**src/hdl/sactc_tag_ram.sv**
```systemverilog
`timescale 1ns / 1ps
`default_nettype none
module sactc_tag_ram #(
   parameter int DEPTH  = 64,
   parameter int AW     = 6,
   parameter int WIDTH  = 8
) (
   input  wire logic             clock,
   input  wire logic             we,
   input  wire logic [AW-1:0]    waddr,
   input  wire logic [WIDTH-1:0] wdata,
   input  wire logic             re,
   input  wire logic [AW-1:0]    raddr,
   output logic      [WIDTH-1:0] rdata
);

   logic [WIDTH-1:0] mem_ff [DEPTH];
   logic [WIDTH-1:0] rdata_ff;

   // one write port, one registered read port
   always_ff @(posedge clock) begin
      if (we) begin
         mem_ff[waddr] <= wdata;
      end
      if (re) begin
         rdata_ff <= mem_ff[raddr];
      end
   end

   assign rdata = rdata_ff;

endmodule
`default_nettype wire

```
**config.mk**
```make
export PLATFORM = sky130hd
export DESIGN_NAME = sactc_tag_ram
export DESIGN_NICKNAME = d
export VERILOG_FILES = /design/src/hdl/sactc_tag_ram.sv
export SDC_FILE = /design/constraint.sdc
export NUM_CORES = 1
export LEC_CHECK = 0
export BUFFER_PORTS_ARGS = -buffer_cell sky130_fd_sc_hd__buf_2
export CORE_MARGIN = 5
export CORE_UTILIZATION = 65
export CTS_CLUSTER_SIZE = 20
export DETAILED_ROUTE_END_ITERATION = 8
export PLACE_DENSITY = 0.88
export SLEW_MARGIN = 20
export SYNTH_ARGS = -nofsm -noshare
export SYNTH_HDL_FRONTEND = slang
export SYNTH_SLANG_ARGS = --single-unit
```
**constraint.sdc**
```tcl
create_clock -name clock -period 4.55 [get_ports clock]
set_input_delay 0.2275 -clock clock [delete_from_list [all_inputs] [get_ports clock]]
set_output_delay 0.2275 -clock clock [all_outputs]
set_load 0.03 [all_outputs]
```
# --- Yosys cells after proc, flatten, opt, wreduce, memory -nomap -nowiden ---
# Memory sizes are Yosys's and may differ from the RTL's. A register that Yosys moved wholly into a read port is not among the register bits.
# Index checks and enable logic that the tools add are counted.
classes:
  mux: 2
op_table:
  columns: ["operator", "n"]
  rows:
  - ["$mux W1", 2]
totals:
  ff_bits: 0
  ram_bits: 512
  mem_count: 1
memory_table:
  columns: ["memory", "words", "width", "rd", "rd_ports_with_merged_regs", "write_ports", "line_no", "text"]
  rows:
  - ["mem_ff", 64, 8, 1, 1, 1, "17", "logic [WIDTH-1:0] mem_ff [DEPTH];"]

# --- Logic depth before layout (Yosys ltp) ---
# Gate-level depths: netlist (run 1).
depth:
  ltp_word: 2
  depth_mapped: 9
  depth_no_buf: 5

# --- Worst setup path before layout (run 1) ---
# No wires, ideal clock.
synth_path:
  path_kind: "input-to-reg"
  from: "input raddr[1]"
  to: "register rdata_ff[3], in the netlist rdata[3], read port of mem_ff, data pin"
  setup_ns: 0.266
  arrival_ns: 1.767
  required_time_ns: 4.284
  setup_slack_ns: 2.516
  stages: 7
  cell_sequence: "buf_4 > buf_2 > buf_2 > mux4_2 > mux4_2 > o21ai_1 > o41ai_1"
synth_lines:
  columns: ["item", "line_no", "text"]
  rows:
  - ["from (decl)", "13", "input wire logic [AW-1:0] raddr,"]
  - ["to (decl)", "18", "logic [WIDTH-1:0] rdata_ff;"]

==> results_dict.tcl, run 1 <==
set metrics [dict create \
    synth_nets 963 \
    status "completed" \
    placed_area_sq_um 20700 \
    tns_ns 0 \
    place.gp.congestion 0.842 \
    coreArea_sq_um 30700 \
    async_reset_ff_share_pct 0 \
    tritoncts "done" \
    drive_gt1_share_pct 24.6 \
    stdcell_area_sq_um 22200 \
    tightest_slew_ns 0.951 \
    yosys.area.top_type "edfxtp_1" \
    initial_core_util_pct 66.0 \
    syn_to_final_growth_pct 9.43 \
    grt_max_degree 78 \
    dp_hpwl_microns 25900 \
    ys_warn_count 0 \
    insertion_delay_ns 0.55 \
    arrival_ns 2.77 \
    cts.repair.resized 0 \
    reg2reg_depth 5 \
    antenna_left 0 \
    firstDrtPassIters 6 \
    netlist_area_sq_um 20200 \
    n_fill_cell 1584 \
    syn_inst 940 \
    grt_pass1_wl_microns 69500 \
    cp_data_required_time_ns 4.83 \
    critPathKind "in2reg" \
    maxSlewHeadroom_pct 36.4 \
    fin_worst_skew_ns 0.0172 \
    drv_slew 0 \
    hold_viol_final 0 \
    chipHeight_microns 186 \
    synth_area_leaders "edfxtp_1 77%, mux4_2 14%, nor2_1 1.5%" \
    critPathLaunchType "input port" \
    antenna_found_initial 1 \
    ctsHoldBuffers 0 \
    design.die.area_sq_um 34800 \
    fin_util_pct 72.2 \
    post_cts_buffers 0 \
    irDropWorstVdd_v 0.000240 \
    wl_microns 46400 \
    fin_crit_ns 2.49 \
    grt_overflow 0 \
    clockBufferDepth 3 \
    viasPerCell 7.24 \
    wl_per_cell_microns 32.9 \
    cp-end-kind "flip-flop" \
    synth_edf_count 520 \
    drc 0 \
    synthFlopType "edfxtp_1" \
    yosysUniqueCellTypes 39 \
    setup_viol 0 \
    clock_sinks 520 \
    synth_top_cell_area_share_pct 77.1 \
    cp_max_fo 77 \
    die_w_microns 186 \
    via_count 10200 \
    synth_seq_cells 520 \
    io_buffers 30 \
    drv_cap 0 \
    synth-seq-area-share_pct 77.1 \
    hold_path_class "in2reg" \
    synthTopCellsByCount "520 x edfxtp_1, 126 x mux4_2, 83 x nor2_1" \
    groute.usage.overall_pct 26.7 \
    grt_pass1_vias 10200 \
    fmaxAchievable_ghz 0.402 \
    power-per-cell-area_nw_per_um2 432 \
    fin_nets 1003 \
    path_clk_slew_ns 0.06 \
    numCtsBuffers 47 \
    rows 64 \
    rsz0062_at_grt "false" \
    yosysMostFrequentCell "edfxtp_1" \
    cts_max_level 2 \
    first_iter_violations 1693 \
    synth.avg_cell_area_sq_um 21.5 \
    finalCritPeriodShare_pct 54.7 \
    min_path_cells 1 \
    leakage_nw 6.87 \
    io_pins 31 \
    clock-root-buffer "clkbuf_16" \
]
## sequential cells by signal, indices dropped and copies added (netlist names)
register,count
mem_ff,512
rdata,8
## worst paths after layout
kind                                  to  slack, ns     startpoint
worst max-delay path            rdata[0]       2.06       raddr[0]
worst min-delay path            rdata[4]       0.09             re
worst max register to register  rdata[4]       2.24  mem_ff[20][4]
worst min register to register  rdata[0]       0.96  mem_ff[23][0]
## per-stage QoR
stage | worst slack (ns) | total power, W | hold WS [ns] | instances
2_1_floorplan | 2.52 | 0.00572 | 0.326 | 940
3_3_place_gp | 1.58 | 0.00589 | 0.628 | 1327
3_5_place_dp | 1.53 | 0.00591 | 0.626 | 1327
4_1_cts | 2.05 | 0.00957 | 0.0560 | 1411
5_1_grt | 1.87 | 0.00983 | 0.0605 | 1411
6_report | 2.06 | 0.00957 | 0.0878 | 1412
## critical path, cell delays in order
cell       delay (ns)
clkbuf_8         0.68
buf_4            0.40
mux4_2           0.55
mux4_2           0.47
nor2_1           0.17
nor3_1           0.09
o2bb2ai_1        0.15
## power by group
part	switching [W]	internal (W)	total [W]	leakage, nW
Clock	0.00167	0.00207	0.00374	0.711
Combinational	0.000322	0.000177	0.000498	1.47
Sequential	0.0000167	0.00531	0.00533	4.69
## layout by cell type (no fill, tap or decap), types with 12 or more instances in the layout
cell       instances
clkinv_2          12
clkinv_1          14
nor2_1            83
nand3_1           13
mux4_2           126
mux2_2            13
edfxtp_1         520
buf_4             20
buf_2             20
mux2i_1           23
nor2b_1           14
nand2_1           19
clkbuf_16         49
## layer usage
| metal | global-route usage (%) | share of wire, % |
|---|---|---|
| met5 | 0 | 0.030 |
| met4 | 9.14 | 4.4 |
| met3 | 5.19 | 13 |
| met2 | 41.3 | 48 |
| met1 | 39.7 | 35 |
## logic make-up (layout without fill, tap and decap cells)
family / count (synthesis) / count (layout) / synth area share (%)
simple gates: 153 / 153 / 3.37
mux: 162 / 162 / 15.9
other cells: 0 / 1 / 0
compound gates: 54 / 54 / 2.06
buf+inv: 51 / 126 / 1.56
flops: 520 / 520 / 77.1
## area by class of cell
| class | count | area [sq um] | area share (%) |
|---|---|---|---|
| Sequential cell | 520 | 15600 | 70.5 |
| Clock inverter | 30 | 189 | 0.853 |
| Clock buffer | 54 | 1240 | 5.62 |
| Timing Repair Buffer | 42 | 284 | 1.28 |
| Tap cell | 396 | 495 | 2.24 |
| Antenna cell | 1 | 2.50 | 0.0113 |
| Multi-Input combinational cell | 369 | 4330 | 19.5 |
Power figures use the tool's default switching activity.
==> inputs of run 2 (changes only) <==
- CORE_UTILIZATION: 65 -> 56
- PLACE_DENSITY: 0.88 -> 0.81
- clock period: 4.55 -> 2.16 ns (I/O delays scaled with it)
==> run 2 against run 1 <==
Effect of this change:
- the run now ends with negative setup slack left
- routed wire length is 0.85% higher
- power is 120% higher
- first-iteration DRC count fell by 15%
- cell area up 5.7%
- core utilization is 6.5 points lower
- largest power group unchanged
- hold slack worse by 0.019 ns
- setup slack lost 2.1 ns
- clock skew is 0.00064 ns lower
- critical path type is now reg2reg
- largest cell class unchanged
- die area is 15% higher
==> results_dict.tcl, run 2 (synthesis gave the netlist of run 1 again) <==
set metrics [dict create \
    violations "negative setup slack" \
    viasPerCell 6.52 \
    dp_hpwl_microns 29500 \
    grt_use_met1_pct 31.7 \
    stdcell_area_sq_um 23400 \
    stdcell_count 1609 \
    antenna_found_initial 7 \
    maxSlewHeadroom_pct 38.1 \
    cp_max_fo 1 \
    slowest_delay_ns 0.51 \
    initial_core_util_pct 56.8 \
    insertion_delay_ns 0.56 \
    clock_sinks 520 \
    wl_microns 46800 \
    chipHeight_microns 200 \
    first_iter_violations 1446 \
    fmaxAchievable_ghz 0.462 \
    design.die.area_sq_um 40100 \
    critPathKind "reg2reg" \
    antenna_left 0 \
    use_met2_pct 37.5 \
    grt_overflow 0 \
    cp-end-kind "flip-flop" \
    critPathLaunchType "flip-flop" \
    cpMaxStageDelayCell "mux4_2" \
    status "complete, but fails checks" \
    via_count 10500 \
    power-per-cell-area_nw_per_um2 879 \
    numCtsBuffers 50 \
    wl_per_cell_microns 29.1 \
    hold_path_class "in2reg" \
    tightest_slew_ns 0.928 \
    regMostFlops "mem_ff" \
    fin_crit_ns 2.17 \
    drv_cap 0 \
    drive_gt1_share_pct 32.5 \
    hold_viol_final 0 \
    clockBufferDepth 3 \
    path_clk_slew_ns 0.06 \
    fin_nets 1134 \
    crit_path_cell_trace "mux4_2 > mux2_2 > o221a_2 > nor3_2 > buf_4 > o32ai_1" \
    io_buffers 30 \
    gr-max-usage-layer "met2" \
    mostFrequentLayoutCells "520 x edfxtp_1, 126 x mux4_2, 126 x buf_4" \
    clock-root-buffer "clkbuf_16" \
    io_pins 31 \
    drc 0 \
    use_met3_pct 4.72 \
    fin_worst_skew_ns 0.0165 \
    rows 69 \
    cts_max_level 2 \
    die_w_microns 200 \
    arrival_ns 2.46 \
    irDropWorstVdd_v 0.000707 \
    tritoncts "done" \
    drv_slew 0 \
    syn_to_final_growth_pct 15.7 \
    groute.usage.overall_pct 23.1 \
    leakage_nw 7.61 \
    coreArea_sq_um 35700 \
    grt_pass1_vias 10700 \
    setup_ws_ns -0.00609 \
    finalCritPeriodShare_pct 100 \
    post-place-cells 1518 \
    grt_pass1_wl_microns 69400 \
    layout_commonest_cell "edfxtp_1" \
    place.gp.congestion 0.863 \
    setup_viol 1 \
    grt_max_degree 65 \
    firstDrtPassIters 6 \
    fin_hold_ws_ns 0.0692 \
    placed_area_sq_um 21900 \
    largest_reg_flops 512 \
    cp_data_required_time_ns 2.46 \
]
run 2: changes by cell type in the layout (fill, tap and decap cells not counted), sizes merged:
| cell | delta |
|---|---|
| inv | +2 |
| clkinv | -10 |
| dlygate4sd3 | +2 |
| diode | +1 |
| buf | +126 |
| bufinv | +1 |
| clkbuf | +10 |
run 2: cell type report:
| class | instances | area [sq um] |
|---|---|---|
| clock inverter | 23 | 185 |
| clock buffer | 64 | 1330 |
| sequential | 520 | 15600 |
| tap | 461 | 577 |
| multi-input combinational | 369 | 4330 |
| fill | 2174 | 12200 |
| antenna | 2 | 5.00 |
| timing repair buffer | 170 | 1400 |
run 2: critical path, delay by kind of cell (launching register included):
| family | cells | cell delay [ns] |
|---|---|---|
| muxes | 2 | 0.79 |
| DFF | 1 | 0.38 |
| AOI/OAI and AO/OA | 2 | 0.38 |
| and+or+nand+nor | 1 | 0.21 |
| buffers and inverters | 1 | 0.15 |
run 2: report_power, final:
group | internal [W] | leakage (nW) | switching [W]
sequential | 0.0112 | 4.69 | 0.0000388
combinational | 0.000472 | 2.19 | 0.000695
clock | 0.00467 | 0.734 | 0.00352
run 2: layer usage:
metal	wire length, microns	vias to the layer above
met1	16900	5357
met5	57	-
li1	-	4277
met2	23100	716
met3	4830	138
met4	1930	10
run 2: worst paths after layout:
| kind | endpoint | cells past startpoint | start | slack, ns |
|---|---|---|---|---|
| hold reg to reg | rdata[7] | 4 | mem_ff[4][7] | 0.94 |
| setup / recovery | rdata[6] | 6 | mem_ff[29][6] | -0.006 |
| hold / removal | mem_ff[18][0] | 1 | wdata[0] | 0.07 |
| setup reg to reg | rdata[6] | 6 | mem_ff[29][6] | -0.006 |
run 2: repair_timing:
action                                 CTS  global route
hold buffers                             2             0
endpoints found under the hold margin   20             0
resized for setup                        1             1
setup buffers                            0             0
setup endpoints to repair                1             1
run 2: stage by stage:
step	utilization [%]	power, W	setup slack, ns	TNS [ns]
6_report	65.7	0.0206	-0.00609	-0.00609
5_1_grt	65.7	0.0211	-0.0108	-0.0108
4_1_cts	65.7	0.0206	0.0140	0
3_5_place_dp	61.4	0.0126	-0.103	-0.377
3_3_place_gp	61.4	0.0125	-0.151	-0.317
2_1_floorplan	-	0.0120	0.246	0
==> inputs of run 3 (changes only) <==
- CORE_MARGIN: 5 -> 2
- PLACE_DENSITY: 0.81 -> 0.75
==> run 3 against run 2 <==
Effect of this change:
- setup slack better by 0.065 ns
- critical path type unchanged
- register-to-register slack better by 0.07 ns
- sequential share of layout area is 0.40 points lower
- the run now ends clean
- first-iteration DRC count is 7.0% lower
- maximum frequency is 3.1% higher
- core utilization is 0.56 points higher
- largest cell class unchanged
- clock skew is 0.0027 ns higher
- sequential cell count stayed put
- global-route usage is 1.4 points higher
- power is 1.3% higher
- routed wire length is 3.2% lower
==> results_dict.tcl, run 3 (synthesis gave the netlist of run 1 again) <==
set metrics [dict create \
    tritoncts "done" \
    drive_gt1_share_pct 33.2 \
    viasPerCell 6.36 \
    fin_crit_ns 2.10 \
    groute.usage.overall_pct 24.5 \
    firstDrtPassIters 6 \
    arrival_ns 2.42 \
    io_buffers 30 \
    antennaDiodeCount 0 \
    hold_viol_final 0 \
    fmaxAchievable_ghz 0.476 \
    rsz0062_at_grt "false" \
    cp-endpoint "rdata[6]" \
    drc 0 \
    maxSlewHeadroom_pct 42.5 \
    layout_commonest_cell "edfxtp_1" \
    largest_reg_flops 512 \
    seqCellArea_sq_um 15600 \
    r2r_start "mem_ff[21][6]" \
    die_w_microns 194 \
    critPathKind "reg2reg" \
    coreArea_sq_um 35600 \
    grt_overflow 0 \
    antenna_left 0 \
    cp_max_fo 1 \
    tightest_slew_ns 0.862 \
    irDropWorstVdd_v 0.000735 \
    power-per-cell-area_nw_per_um2 884 \
    place.gp.congestion 0.866 \
    insertion_delay_ns 0.58 \
    cts_max_level 2 \
    leakage_nw 7.69 \
    n_fill_cell 2215 \
    path_clk_slew_ns 0.06 \
    first_iter_violations 1345 \
    gr-max-usage-layer "met2" \
    multiInputGateArea_sq_um 4340 \
    via_count 10300 \
    setup_viol 0 \
    clockBufferDepth 3 \
    fin_worst_skew_ns 0.0192 \
    clock_sinks 520 \
    rows 69 \
    grt_use_met1_pct 34.9 \
    grt_pass1_wl_microns 67200 \
    mostFrequentLayoutCells "520 x edfxtp_1, 133 x buf_4, 126 x mux4_2" \
    preCtsSetupSlack_ns -0.178 \
    cp_data_required_time_ns 2.47 \
    drv_slew 0 \
    numCtsBuffers 50 \
    antenna_found_initial 1 \
    io_pins 31 \
    status "completed" \
    initial_core_util_pct 56.9 \
    regMostFlops "mem_ff" \
    crit_start "mem_ff[21][6]" \
    syn_to_final_growth_pct 16.4 \
    use_met3_pct 4.75 \
    dp_hpwl_microns 29100 \
    hp-start "wdata[2]" \
    chipHeight_microns 194 \
    wl_microns 45300 \
    post_cts_buffers 0 \
    grt_pass1_vias 10500 \
    fin_nets 1142 \
    wl_per_cell_microns 28.0 \
    reg2reg_depth 6 \
    setup_ws_ns 0.0591 \
    finalCritPeriodShare_pct 97.3 \
    rr_endpoint "rdata[6]" \
    critPathLaunchType "flip-flop" \
    clock-root-buffer "clkbuf_16" \
    tns_ns 0 \
    use_met2_pct 38.6 \
    hold_path_class "in2reg" \
    design.die.area_sq_um 37700 \
    regToRegSetupSlack_ns 0.06 \
    drv_cap 0 \
    grt_max_degree 43 \
    cp-end-kind "flip-flop" \
]
## run 3: through the flow
step	cell area, sq um	hold slack [ns]	power [W]	utilization, %	cells
2_1_floorplan	20200	0.207	0.0120	-	940
3_3_place_gp	21900	0.485	0.0126	61.7	1525
3_5_place_dp	21900	0.494	0.0126	61.7	1525
4_1_cts	23600	0.0512	0.0209	66.2	1616
5_1_grt	23600	0.0702	0.0214	66.3	1616
6_report	23600	0.0633	0.0208	66.3	1616
## run 3: worst min path at each step
stage | slack, ns | cells past startpoint | to
global route | 0.07 | 1 | mem_ff[34][1]
CTS | 0.05 | 1 | mem_ff[34][1]
finish | 0.06 | 1 | mem_ff[17][2]
global placement | 0.48 | 1 | rdata[5]
floorplan | 0.21 | 0 | mem_ff[0][0]
detailed placement | 0.49 | 1 | rdata[5]
## run 3: final cells by class
cell class	instances	area share, %
Sequential cell	520	66.3
Multi-Input combinational cell	369	18.4
Timing Repair Buffer	178	6.18
Clock buffer	65	5.82
Tap cell	461	2.45
Clock inverter	23	0.865
## run 3: routing by layer
metal,wire [microns],part of all wire [%],up-vias
met5,9,0.020,-
met1,17700,39,5317
met2,21800,48,576
met3,4310,9.5,104
met4,1400,3.1,2
li1,-,-,4285
## run 3: worst max-delay path, stage by stage, from the launching register on
cell	delay, ns
edfxtp_1	0.39
mux4_2	0.49
mux2_4	0.29
o221a_4	0.28
nor3_4	0.17
buf_4	0.14
o32ai_1	0.08
## run 3: power breakdown
group	total [W]	internal (W)	switching, W	leakage (nW)
sequential	0.0112	0.0112	0.0000349	4.69
combinational	0.00117	0.000481	0.000685	2.24
clock	0.00845	0.00492	0.00354	0.769
## run 3: repair_timing
item | CTS | global route
hold endpoints to repair | 9 | 0
endpoints found under the setup margin | 2 | 1
hold buffers | 3 | 0
gates resized for setup | 2 | 3
pin swaps | 0 | 1
