$ cat config.mk
export PLATFORM = sky130hd
export DESIGN_NAME = sactc_way_scan
export DESIGN_NICKNAME = d
export VERILOG_FILES = /design/src/hdl/sactc_pkg.sv /design/src/hdl/sactc_way_scan.sv
export SDC_FILE = /design/constraint.sdc
export NUM_CORES = 1
export LEC_CHECK = 0
export ABC_CLOCK_PERIOD_IN_PS = 3050
export BUFFER_PORTS_ARGS = -buffer_cell sky130_fd_sc_hd__buf_2
export CAP_MARGIN = 0
export CORE_ASPECT_RATIO = 0.6
export CORE_MARGIN = 2
export CORE_UTILIZATION = 40
export DETAILED_ROUTE_END_ITERATION = 10
export PLACE_DENSITY = 0.95
export SETUP_SLACK_MARGIN = 0.4
export SYNTH_ARGS = -nofsm -noshare
export SYNTH_HDL_FRONTEND = slang
export SYNTH_SLANG_ARGS = --single-unit
$ cat constraint.sdc
create_clock -name clock -period 3.05 [get_ports clock]
set_clock_uncertainty 0.1 [all_clocks]
set_input_delay 0.305 -clock clock [delete_from_list [all_inputs] [get_ports clock]]
set_output_delay 0.305 -clock clock [all_outputs]
set_load 0.005 [all_outputs]
$ cat src/hdl/sactc_pkg.sv
`timescale 1ns / 1ps
`default_nettype none
package sactc_pkg;

   // address and tag geometry
   localparam int ADDR_W     = 32;
   localparam int TAG_W      = 30;
   localparam int RAW_SET_W  = 7;
   localparam int RAW_SETS   = 128;

   // default sizing of the tag store
   localparam int DEF_MAX_SETS = 64;
   localparam int DEF_MAX_WAYS = 8;

   // stream port widths
   localparam int REQ_TDATA_W = 32;
   localparam int REQ_TUSER_W = 1;
   localparam int RSP_TDATA_W = 8;

   // configuration port
   localparam int CSR_ADDR_W = 3;
   localparam int CSR_DATA_W = 5;

   localparam logic [CSR_ADDR_W-1:0] CSR_OFFSET_BITS    = 3'd0;
   localparam logic [CSR_ADDR_W-1:0] CSR_INDEX_BITS     = 3'd1;
   localparam logic [CSR_ADDR_W-1:0] CSR_WAYS_IN_USE    = 3'd2;
   localparam logic [CSR_ADDR_W-1:0] CSR_USE_LRU        = 3'd3;
   localparam logic [CSR_ADDR_W-1:0] CSR_ALLOC_MODE     = 3'd4;
   localparam logic [CSR_ADDR_W-1:0] CSR_THRU_MODE      = 3'd5;

   // configuration reset values
   localparam logic [4:0] RST_OFFSET_BITS = 5'd2;
   localparam logic [2:0] RST_INDEX_BITS  = 3'd0;
   localparam logic [3:0] RST_WAYS_IN_USE = 4'd8;
   localparam logic       RST_USE_LRU     = 1'b1;
   localparam logic       RST_WRITE_ALLOC = 1'b1;
   localparam logic       RST_WRITE_THRU  = 1'b0;

   // smallest offset honored
   localparam logic [4:0] MIN_OFFSET_BITS = 5'd2;

   // access kinds
   localparam logic CMD_LOAD  = 1'b0;
   localparam logic CMD_STORE = 1'b1;

   // sequencer control toward the way scan unit
   typedef struct packed {
      logic clear;
      logic step;
   } scan_ctrl_type;

endpackage
`default_nettype wire

$ cat src/hdl/sactc_way_scan.sv
`timescale 1ns / 1ps
`default_nettype none
module sactc_way_scan #(
   parameter int WAY_W  = 3,
   parameter int RANK_W = 3
) (
   input  wire logic                         clock,
   input  wire logic                         reset,
   input  wire sactc_pkg::scan_ctrl_type     ctrl,
   input  wire logic [WAY_W-1:0]             way,
   input  wire logic                         way_valid,
   input  wire logic [sactc_pkg::TAG_W-1:0]  way_tag,
   input  wire logic [RANK_W-1:0]            way_rank,
   input  wire logic [sactc_pkg::TAG_W-1:0]  look_tag,
   output logic                              hit,
   output logic      [WAY_W-1:0]             hit_way,
   output logic                              free,
   output logic      [WAY_W-1:0]             free_way,
   output logic      [WAY_W-1:0]             max_way
);
   import sactc_pkg::*;

   logic              hit_ff, hit_in;
   logic [WAY_W-1:0]  hit_way_ff, hit_way_in;
   logic              free_ff, free_in;
   logic [WAY_W-1:0]  free_way_ff, free_way_in;
   logic [RANK_W-1:0] max_rank_ff, max_rank_in;
   logic [WAY_W-1:0]  max_way_ff, max_way_in;
   logic              tag_eq;

   // shared tag comparator
   assign tag_eq = (way_tag == look_tag);

   // accumulate first match, first free way and oldest way
   always_comb begin
      hit_in      = hit_ff;
      hit_way_in  = hit_way_ff;
      free_in     = free_ff;
      free_way_in = free_way_ff;
      max_rank_in = max_rank_ff;
      max_way_in  = max_way_ff;
      if (ctrl.clear) begin
         hit_in      = 1'b0;
         free_in     = 1'b0;
         max_rank_in = '0;
         max_way_in  = '0;
      end else if (ctrl.step) begin
         if (!hit_ff && way_valid && tag_eq) begin
            hit_in     = 1'b1;
            hit_way_in = way;
         end
         if (!free_ff && !way_valid) begin
            free_in     = 1'b1;
            free_way_in = way;
         end
         if (way_rank > max_rank_ff) begin
            max_rank_in = way_rank;
            max_way_in  = way;
         end
      end
   end

   always_ff @(posedge clock) begin
      if (reset) begin
         hit_ff  <= 1'b0;
         free_ff <= 1'b0;
      end else begin
         hit_ff  <= hit_in;
         free_ff <= free_in;
      end
      hit_way_ff  <= hit_way_in;
      free_way_ff <= free_way_in;
      max_rank_ff <= max_rank_in;
      max_way_ff  <= max_way_in;
   end

   assign hit      = hit_ff;
   assign hit_way  = hit_way_ff;
   assign free     = free_ff;
   assign free_way = free_way_ff;
   assign max_way  = max_way_ff;

endmodule
`default_nettype wire

* After elaboration in Yosys (flattened, before gate mapping)
Cells that the tools add are included.
Operators by class: equal/unequal tests 1, reductions and logical operators 12, $lt $le $gt $ge 1, bitwise gates (word level) 1
Operators with widths (number):
- $eq A30 B30 Y1 | 1
- $reduce_and A2 Y1 | 3
- $reduce_and A3 Y1 | 2
- $gt A3 B3 Y1 | 1
- $logic_and A1 B1 Y1 | 3
- $logic_not A1 Y1 | 3
- $reduce_or A2 Y1 | 1
- $not A1 Y1 | 1
Word-level totals: word-level logic and storage cells 21, flip-flop bits (word level) 14, input bits 71, output and inout port bits 11

* Logic depth before layout (Yosys ltp)
Gate-level depths: netlist of the first run.
depth in word-level cells 4, gate-level depth with buffers 7, gate-level depth less buffers 7

* Least setup slack after synthesis of the first run
Ideal clock, no wire load.
kind input port to flip-flop, start point input look_tag[3] in the netlist's numbering, end point register hit_way_ff[0], in the netlist hit_way[0], enable pin, setup time 0.371 ns, path slack 1.350 ns, required time 2.579 ns, cell stages on the path 4, data arrival time 1.229 ns, cells stage by stage xor2_1 -> nor4_2 -> nand4_1 -> nor4_1
On the way: longest elaborated chain between the ends 3
Ends and longest elaborated chain:
- start, declared | line sactc_way_scan.sv:14 | input wire logic [sactc_pkg::TAG_W-1:0] look_tag,
- $eq A30 B30 Y1 | line sactc_way_scan.sv:32 | assign tag_eq = (way_tag == look_tag);
- $logic_and A1 B1 Y1 | line sactc_way_scan.sv:48 | if (!hit_ff && way_valid && tag_eq) begin
- $reduce_and A3 Y1 (no source line)
- end signal, assigned | line sactc_way_scan.sv:71 | hit_way_ff <= hit_way_in;
- end, declared | line sactc_way_scan.sv:24 | logic [WAY_W-1:0] hit_way_ff, hit_way_in;
No other way between the ends. A chain may end at the register's enable or synchronous reset.

* Final worst setup path of the first run
start point input look_tag[13] in the netlist's numbering, end point register hit_way_ff[2], in the netlist hit_way[2], enable pin
The elaborated chain is that of the path after synthesis.

==> flow_summary.toml, run 1 <==
[cts]
cts_setup_buffers = 0
cts_tree = "done"
cts_resized = 0
clockRootBuffer = "clkbuf_8"
clock_sinks = 14
ctsHoldBuffers = 0
h-tree-depth = 1
clockBufferDepth = 2
numCtsBuffers = 3
insertion_delay_ns = 0.24
path_clk_slew_ns = 0.05

[critical_path]
crit_path_end_kind = "flop"
cp-start-kind = "input port"
crit_type = "input port to flop"
worstPathRequired_ns = 2.83
path_max_fanout = 3
crit_arrival_ns = 1.54
reg2reg_slack_ns = 1.35

[power_and_ir_drop]
swShare = 0.251
p_seq_frac = 0.421
peakVddDrop_v = 0.000226
clock_power_share = 0.299
switching_power_mw = 0.124
p_int_mw = 0.368
powerDensity_nw_per_um2 = 351
combPwrFrac = 0.280
leakage_nw = 0.650

[floorplan]
die_w_um = 65.9
core_area_um2 = 2160
die_y_um = 41.1
die_area_um2 = 2710
row_count = 13
start_util = 0.425
pin_count = 82

[logic_synthesis]
synth_compound_area_frac = 0.0381
synth_top_area_cell = "xnor2_1"
syn_nets = 163
synth-xor-area-share = 0.286
synth_top_family_by_area = "XOR/XNOR gates"
synth_top_cell_area_share = 0.210
synth.area.mux_share = 0.0654
syn-cell-area_um2 = 918
yosys.area_share.adder = 0.0409
synth_seq_cells = 14
ys_seq_area_frac = 0.371
yosysWarnings = 0
synth.avg_cell_area_um2 = 10.3
ys_types = 22
synth-simple-area-share = 0.174
synth.area.top_cells = "xnor2_1, edfxtp_1, dfxtp_1"
synthCells = 89

[global_routing]
use_met2 = 0.449
track_usage = 0.207
grtUsageMet1 = 0.198
grt_pass1_vias = 963
grt_util_met3 = 0.0467
grt_pass1_wl_um = 3860
grt_overflow = 0
grt_max_degree = 11
antenna_found_initial = 0
grt.busiest_layer = "met2"

[timing]
setup_viol = 0
drv_slew = 0
setup_tns_ns = 0
whs_ns = 0.157
hold_viol = 0
fin_crit_sh = 0.580
fmax_mhz = 566
worstMarginPinSlew_ns = 0.709
fin_crit_ns = 1.77
rsz0062_at_grt = "no"
slew_headroom = 0.521

[final_layout]
layout.nets = 248
antennaDiodeCount = 0
drive_above_1_share = 0.514
n_fill_cell = 198
final_common_cell = "buf_2"
final_cell_mix = "buf_2, xnor2_1, xor2_1, dfxtp_1, nor2_1"
area_growth_syn_to_layout_pct = 52.7
multi_input_area_um2 = 556
regArea_um2 = 340

[placement]
hpwl_um = 2250
gp_congestion = 0.824
port_buffers = 81

[drt]
drt_iter0_markers = 42
routedWlPerCell_um = 12.2
drt_pre_antenna_iters = 4
wirelength_um = 2480
route.vias.total = 940
drtAntennaViolNets = 0
drc = 0
vias_per_cell = 4.63

[worst_hold_path]
hold_path_class = "input port to flop"

[run]
drv_cap = 0

[outcome]
status = "complete, no violations"
synthesized netlist by cell type:
cell type / count
ha_1: 3
nand4_1: 6
mux2i_1: 6
nor3_1: 1
o21ai_1: 1
a21oi_1: 1
inv_1: 5
xor2_1: 8
a21oi_4: 1
edfxtp_1: 6
nor4b_1: 1
clkbuf_1: 1
a41oi_1: 1
nand2_1: 3
nor3_2: 1
dfxtp_1: 8
nor4_1: 2
xnor2_1: 22
nand3_1: 1
nor4_2: 3
nor2_1: 7
nor2b_1: 1
per-layer routing:
metal / vias to the layer above / share of wire
met5: - / 0
met3: 4 / 0.055
met2: 31 / 0.55
li1: 478 / -
met4: 0 / 0.019
met1: 427 / 0.37
metrics by stage:
step	total power [mW]	utilization	worst slack [ns]	instance area, um2	std cells
2_1_floorplan	0.280	-	1.35	918	89
3_3_place_gp	0.343	0.628	1.09	1360	199
3_5_place_dp	0.349	0.628	1.02	1360	199
4_1_cts	0.500	0.648	1.28	1400	203
5_1_grt	0.526	0.648	1.04	1400	203
6_report	0.492	0.648	1.28	1400	203
cell type report:
type / instances / share of cell area
clock buffer: 3 / 0.0294
clock inverter: 1 / 0.00268
inverter: 5 / 0.0134
multi-input combinational: 69 / 0.396
sequential: 14 / 0.243
tap: 30 / 0.0268
timing repair buffer: 81 / 0.289
final timing paths:
path | startpoint | end | cells after the start
max | look_tag[13] | hit_way[2]$_DFFE_PP_ | 6
min | reset | hit$_SDFFE_PP0P_ | 2
max reg2reg | hit$_SDFFE_PP0P_ | hit_way[2]$_DFFE_PP_ | 3
min reg2reg | max_rank_ff[2]$_SDFFE_PP0P_ | max_rank_ff[2]$_SDFFE_PP0P_ | 2
registers in the layout (all words and copies together) (netlist names):
signal / count
free: 1
free_way: 3
hit: 1
max_way: 3
max_rank_ff: 3
hit_way: 3
logic make-up (layout without fill, tap and decap cells):
kind of cell | after synthesis | in the layout
XOR/XNOR | 30 | 30
AND/OR/NAND/NOR | 26 | 26
flip-flops | 14 | 14
multiplexers | 6 | 6
buffers and inverters | 6 | 90
AO/OA/AOI/OAI | 4 | 4
adder cells (fa/ha/maj) | 3 | 3
power groups by stage:
stage | Combinational, mW | Sequential [mW] | Clock, mW
6_report | 0.138 | 0.207 | 0.147
3_3_place_gp | 0.133 | 0.211 | 0
5_1_grt | 0.154 | 0.208 | 0.164
3_5_place_dp | 0.138 | 0.211 | 0
4_1_cts | 0.139 | 0.207 | 0.154
2_1_floorplan | 0.0695 | 0.211 | 0
worst max-delay path, stage by stage:
cell and delay, ns:
buf_2 0.10, xnor2_1 0.17, nand4_1 0.12, nor4_2 0.23, nand4_1 0.13, nor4_1 0.49
(Power assumes the default switching activity.)
==> run 2, diff against run 1 <==
--- a/config.mk
+++ b/config.mk
@@ -5,14 +5,14 @@
 export SDC_FILE = /design/constraint.sdc
 export NUM_CORES = 1
 export LEC_CHECK = 0
-export ABC_CLOCK_PERIOD_IN_PS = 3050
+export ABC_CLOCK_PERIOD_IN_PS = 1800
 export BUFFER_PORTS_ARGS = -buffer_cell sky130_fd_sc_hd__buf_2
 export CAP_MARGIN = 0
 export CORE_ASPECT_RATIO = 0.6
 export CORE_MARGIN = 2
-export CORE_UTILIZATION = 40
+export CORE_UTILIZATION = 37
 export DETAILED_ROUTE_END_ITERATION = 10
-export PLACE_DENSITY = 0.95
+export PLACE_DENSITY = 0.89
 export SETUP_SLACK_MARGIN = 0.4
 export SYNTH_ARGS = -nofsm -noshare
 export SYNTH_HDL_FRONTEND = slang
==> constraint.sdc (replaced) <==
create_clock -name clock -period 1.8 [get_ports clock]
set_clock_uncertainty 0.1 [all_clocks]
set_input_delay 0.18 -clock clock [delete_from_list [all_inputs] [get_ports clock]]
set_output_delay 0.18 -clock clock [all_outputs]
set_load 0.005 [all_outputs]
==> flow_summary.toml, run 2 (synthesis gave the netlist of run 1 again) <==
[outcome]
status = "complete, no violations"

[critical_path]
crit_arrival_ns = 1.65
crit_buf_inv = 1
crit_type = "flop to flop"
slowest_stage = "dfxtp_2"
path_max_fanout = 6
rr_endpoint = "max_way[2]$_SDFFE_PP0P_"
startpoint = "max_rank_ff[1]$_SDFFE_PP0P_"
critical_path.top_delay_family = "flip-flops"
crit_cells = 7
reg2reg_slack_ns = 0.18
worstPathRequired_ns = 1.83
crit_path_end = "max_way[2]$_SDFFE_PP0P_"
cpPeakStageDelay_ns = 0.33
crit_path_end_kind = "flop"
worstReg2RegStart = "max_rank_ff[1]$_SDFFE_PP0P_"
cp-start-kind = "flop"
crit_chain = "inv_2 > ha_4 > nor2b_4 > o21ai_4 > a21oi_4 > mux2i_1 > nor2_1"
reg2reg_depth = 7

[placement]
postPlaceCellArea_um2 = 1370
placedCellCount = 200
port_buffers = 81
hpwl_um = 2360
gp_congestion = 0.766

[drt]
drtAntennaViolNets = 0
drt_pre_antenna_iters = 4
route.vias.total = 963
route.met2.wl_um = 1440
vias_per_cell = 4.70
routedWlPerCell_um = 13.0
wirelength_um = 2660
routed.top_layer = "met4"
drt_iter0_markers = 30
routedLengthMet1_um = 1000
drc = 0
met3_length_um = 138

[final_layout]
final_common_cell = "buf_2"
design_area_um2 = 1470
final_cell_mix = "buf_2, xnor2_1, xor2_1"
drive_above_1_share = 0.566
antennaDiodeCount = 0
final_cell_count_no_fill = 205
fin_util = 0.650
layout.nets = 250
area_growth_syn_to_layout_pct = 60.1

[timing]
fin_crit_sh = 0.899
worstMarginPinSlew_ns = 0.382
hold_viol = 0
drv_slew = 0
fmax_mhz = 618
setup_tns_ns = 0
fin_crit_ns = 1.62
setup_viol = 0
rsz0062_at_grt = "yes"
slew_headroom = 0.744

[cts]
clockRootBuffer = "clkbuf_8"
numCtsBuffers = 3
clock_sinks = 14
path_clk_slew_ns = 0.06
clockBufferDepth = 2
ctsHoldBuffers = 0
h-tree-depth = 1
insertion_delay_ns = 0.24
cts_tree = "done"

[global_routing]
grt_pass1_vias = 1048
grt_max_degree = 11
antenna_found_initial = 0
grt_pass1_wl_um = 4370
track_usage = 0.211
grt_overflow = 0

[floorplan]
row_count = 13
die_y_um = 42.6
core_area_um2 = 2260
start_util = 0.406
pin_count = 82
die_w_um = 68.3
die_area_um2 = 2910

[power_and_ir_drop]
peakVddDrop_v = 0.000347
powerDensity_nw_per_um2 = 589
leakage_nw = 0.670

[run]
drv_cap = 0

[worst_hold_path]
hold_path_class = "input port to flop"
==> run 2: changes by cell type in the layout (fill, tap and decap cells not counted), moves of 2 or more <==
cell / change
dfxtp_2: +2
ha_1: -2
buf_4: +2
dfxtp_1: -2
ha_4: +2
==> run 2: layout make-up <==
cell class,instances,area [um2]
Timing Repair Buffer,83,420
Clock buffer,4,45.0
Fill cell,201,791
Multi-Input combinational cell,69,606
Inverter,5,18.8
Sequential cell,14,343
Tap cell,30,37.5
==> run 2: repair_timing <==
item,4_1_cts,5_1_grt
setup buffers,0,1
endpoints found under the setup margin,9,9
pin swaps,6,4
resized for setup,5,3
==> run 2: per-layer routing <==
metal	track usage	vias up
met5	0	-
met4	0.0800	0
met3	0.0726	8
met2	0.388	30
met1	0.216	444
li1	-	481
==> run 2: worst min path at each step <==
stage / start / end / slack [ns] / cells past startpoint
after global placement: reset / hit$_SDFFE_PP0P_ / 0.26 / 2
final: reset / hit$_SDFFE_PP0P_ / 0.02 / 2
after floorplan: reset / hit$_SDFFE_PP0P_ / 0.15 / 1
after CTS: reset / hit$_SDFFE_PP0P_ / 0.01 / 2
after global routing: reset / hit$_SDFFE_PP0P_ / 0.004 / 2
after detailed placement: reset / hit$_SDFFE_PP0P_ / 0.27 / 2
==> run 2: report_power, final <==
| part | internal (mW) | switching (mW) | leakage [nW] |
|---|---|---|---|
| combinational | 0.146 | 0.115 | 0.527 |
| sequential | 0.346 | 0.00667 | 0.121 |
| clock | 0.156 | 0.0970 | 0.0228 |
| total | 0.647 | 0.219 | 0.670 |
==> run 2: per-stage QoR <==
step / hold slack [ns] / power, mW / setup slack [ns]
2_1_floorplan: 0.151 / 0.476 / 0.271
3_3_place_gp: 0.265 / 0.583 / 0.159
3_5_place_dp: 0.271 / 0.595 / 0.0833
4_1_cts: 0.0150 / 0.862 / 0.151
5_1_grt: 0.00407 / 0.926 / 0.0884
6_report: 0.0196 / 0.866 / 0.181
==> run 3, diff against run 2 <==
--- a/config.mk
+++ b/config.mk
@@ -12,6 +12,7 @@
 export CORE_MARGIN = 2
 export CORE_UTILIZATION = 37
 export DETAILED_ROUTE_END_ITERATION = 10
+export GPL_TIMING_DRIVEN = 0
 export PLACE_DENSITY = 0.89
 export SETUP_SLACK_MARGIN = 0.4
 export SYNTH_ARGS = -nofsm -noshare
==> flow_summary.toml, run 3 (synthesis gave the netlist of run 1 again) <==
[outcome]
status = "complete, no violations"

[power_and_ir_drop]
peakVddDrop_v = 0.000310
leakage_nw = 0.656
powerDensity_nw_per_um2 = 596

[drt]
route.vias.total = 980
drc = 0
wirelength_um = 2710
vias_per_cell = 4.83
routedWlPerCell_um = 13.4
drtAntennaViolNets = 0
drt_pre_antenna_iters = 4
drt_iter0_markers = 17

[global_routing]
antenna_found_initial = 0
grt_overflow = 0
track_usage = 0.209
grt_pass1_vias = 1016
grt_pass1_wl_um = 4320
grt_max_degree = 11

[final_layout]
fin_util = 0.639
multi_input_area_um2 = 598
area_growth_syn_to_layout_pct = 57.4
design_area_um2 = 1450
drive_above_1_share = 0.549
final_common_cell = "buf_2"
layout.nets = 248
n_fill_cell = 209
final_cell_count_no_fill = 203
antennaDiodeCount = 0
regArea_um2 = 342
final_cell_mix = "buf_2, xnor2_1, xor2_1"

[critical_path]
crit_type = "flop to flop"
cp-start-kind = "flop"
crit_arrival_ns = 1.40
worstPathRequired_ns = 1.60
cpPeakStageDelay_ns = 0.35
cp_common_cell = "nor4_2"
slowest_stage = "nor4_2"
crit_chain = "nor4_2 > nand4_1 > nor4_2"
path_max_fanout = 3
crit_path_end_kind = "flop"

[timing]
drv_slew = 0
setup_viol = 0
worstMarginPinSlew_ns = 0.695
fmax_mhz = 626
fin_crit_ns = 1.60
fin_ws_ns = 0.202
rsz0062_at_grt = "yes"
slew_headroom = 0.530
fin_crit_sh = 0.888
hold_viol = 0

[placement]
placedCellCount = 199
port_buffers = 80
hpwl_um = 2330
gp_congestion = 0.778
postPlaceCellArea_um2 = 1360
preCtsSetupSlack_ns = -0.0130

[floorplan]
die_y_um = 42.6
start_util = 0.406
pin_count = 82
die_w_um = 68.3
row_count = 13
die_area_um2 = 2910
core_area_um2 = 2260

[cts]
path_clk_slew_ns = 0.05
clockBufferDepth = 2
h-tree-depth = 1
clockRootBuffer = "clkbuf_8"
numCtsBuffers = 3
cts_setup_buffers = 0
clock_sinks = 14
insertion_delay_ns = 0.25
cts_tree = "done"
ctsHoldBuffers = 0

[run]
drv_cap = 0

[worst_hold_path]
hold_path_class = "input port to flop"
==> run 3: changes by cell type in the layout (fill, tap and decap cells not counted), sizes merged <==
cell / previous run / this run
clkinv: 0 / 1
buf: 83 / 80
==> run 3: final timing paths <==
kind / start / end / slack, ns / depth (start not counted)
min reg2reg: max_rank_ff[1]$_SDFFE_PP0P_ / max_rank_ff[1]$_SDFFE_PP0P_ / 0.40 / 2
max reg2reg: hit$_SDFFE_PP0P_ / hit_way[2]$_DFFE_PP_ / 0.20 / 3
max: hit$_SDFFE_PP0P_ / hit_way[2]$_DFFE_PP_ / 0.20 / 3
min: reset / hit$_SDFFE_PP0P_ / 0.02 / 2
==> run 3: layer usage <==
layer,GRT usage,routed length [um]
met5,0,0
met4,0.0840,43
met3,0.0806,152
met2,0.396,1490
met1,0.198,1030
==> run 3: power by group <==
| group | total [mW] | switching, mW | internal (mW) | leakage, nW |
|---|---|---|---|---|
| sequential | 0.352 | 0.00720 | 0.345 | 0.120 |
| combinational | 0.250 | 0.111 | 0.139 | 0.513 |
| clock | 0.260 | 0.109 | 0.151 | 0.0231 |
==> run 3: final cells by class <==
class | instances | area share
inverter | 5 | 0.0130
buffer | 1 | 0.00260
multi-input combinational | 69 | 0.414
tap | 30 | 0.0260
sequential | 14 | 0.236
clock inverter | 1 | 0.00260
timing repair buffer | 80 | 0.277
clock buffer | 3 | 0.0286
==> run 3: worst max-delay path: cells and delay by family, from the launching register on <==
kind          cells  cell delay (ns)
flops             1             0.34
simple gates      3             0.81
==> run 3: timing repair <==
action,4_1_cts,5_1_grt
pin swaps,3,2
endpoints found under the setup margin,12,12
gates resized for setup,5,1
gates cloned,0,0
==> run 3: per-stage QoR <==
| step | setup TNS (ns) | hold slack, ns | total power [mW] |
|---|---|---|---|
| global placement | 0 | 0.270 | 0.581 |
| detailed placement | -0.0390 | 0.275 | 0.591 |
| CTS | 0 | 0.0125 | 0.863 |
| finish | 0 | 0.0171 | 0.862 |
| floorplan | 0 | 0.151 | 0.476 |
| global route | 0 | 0.0138 | 0.914 |
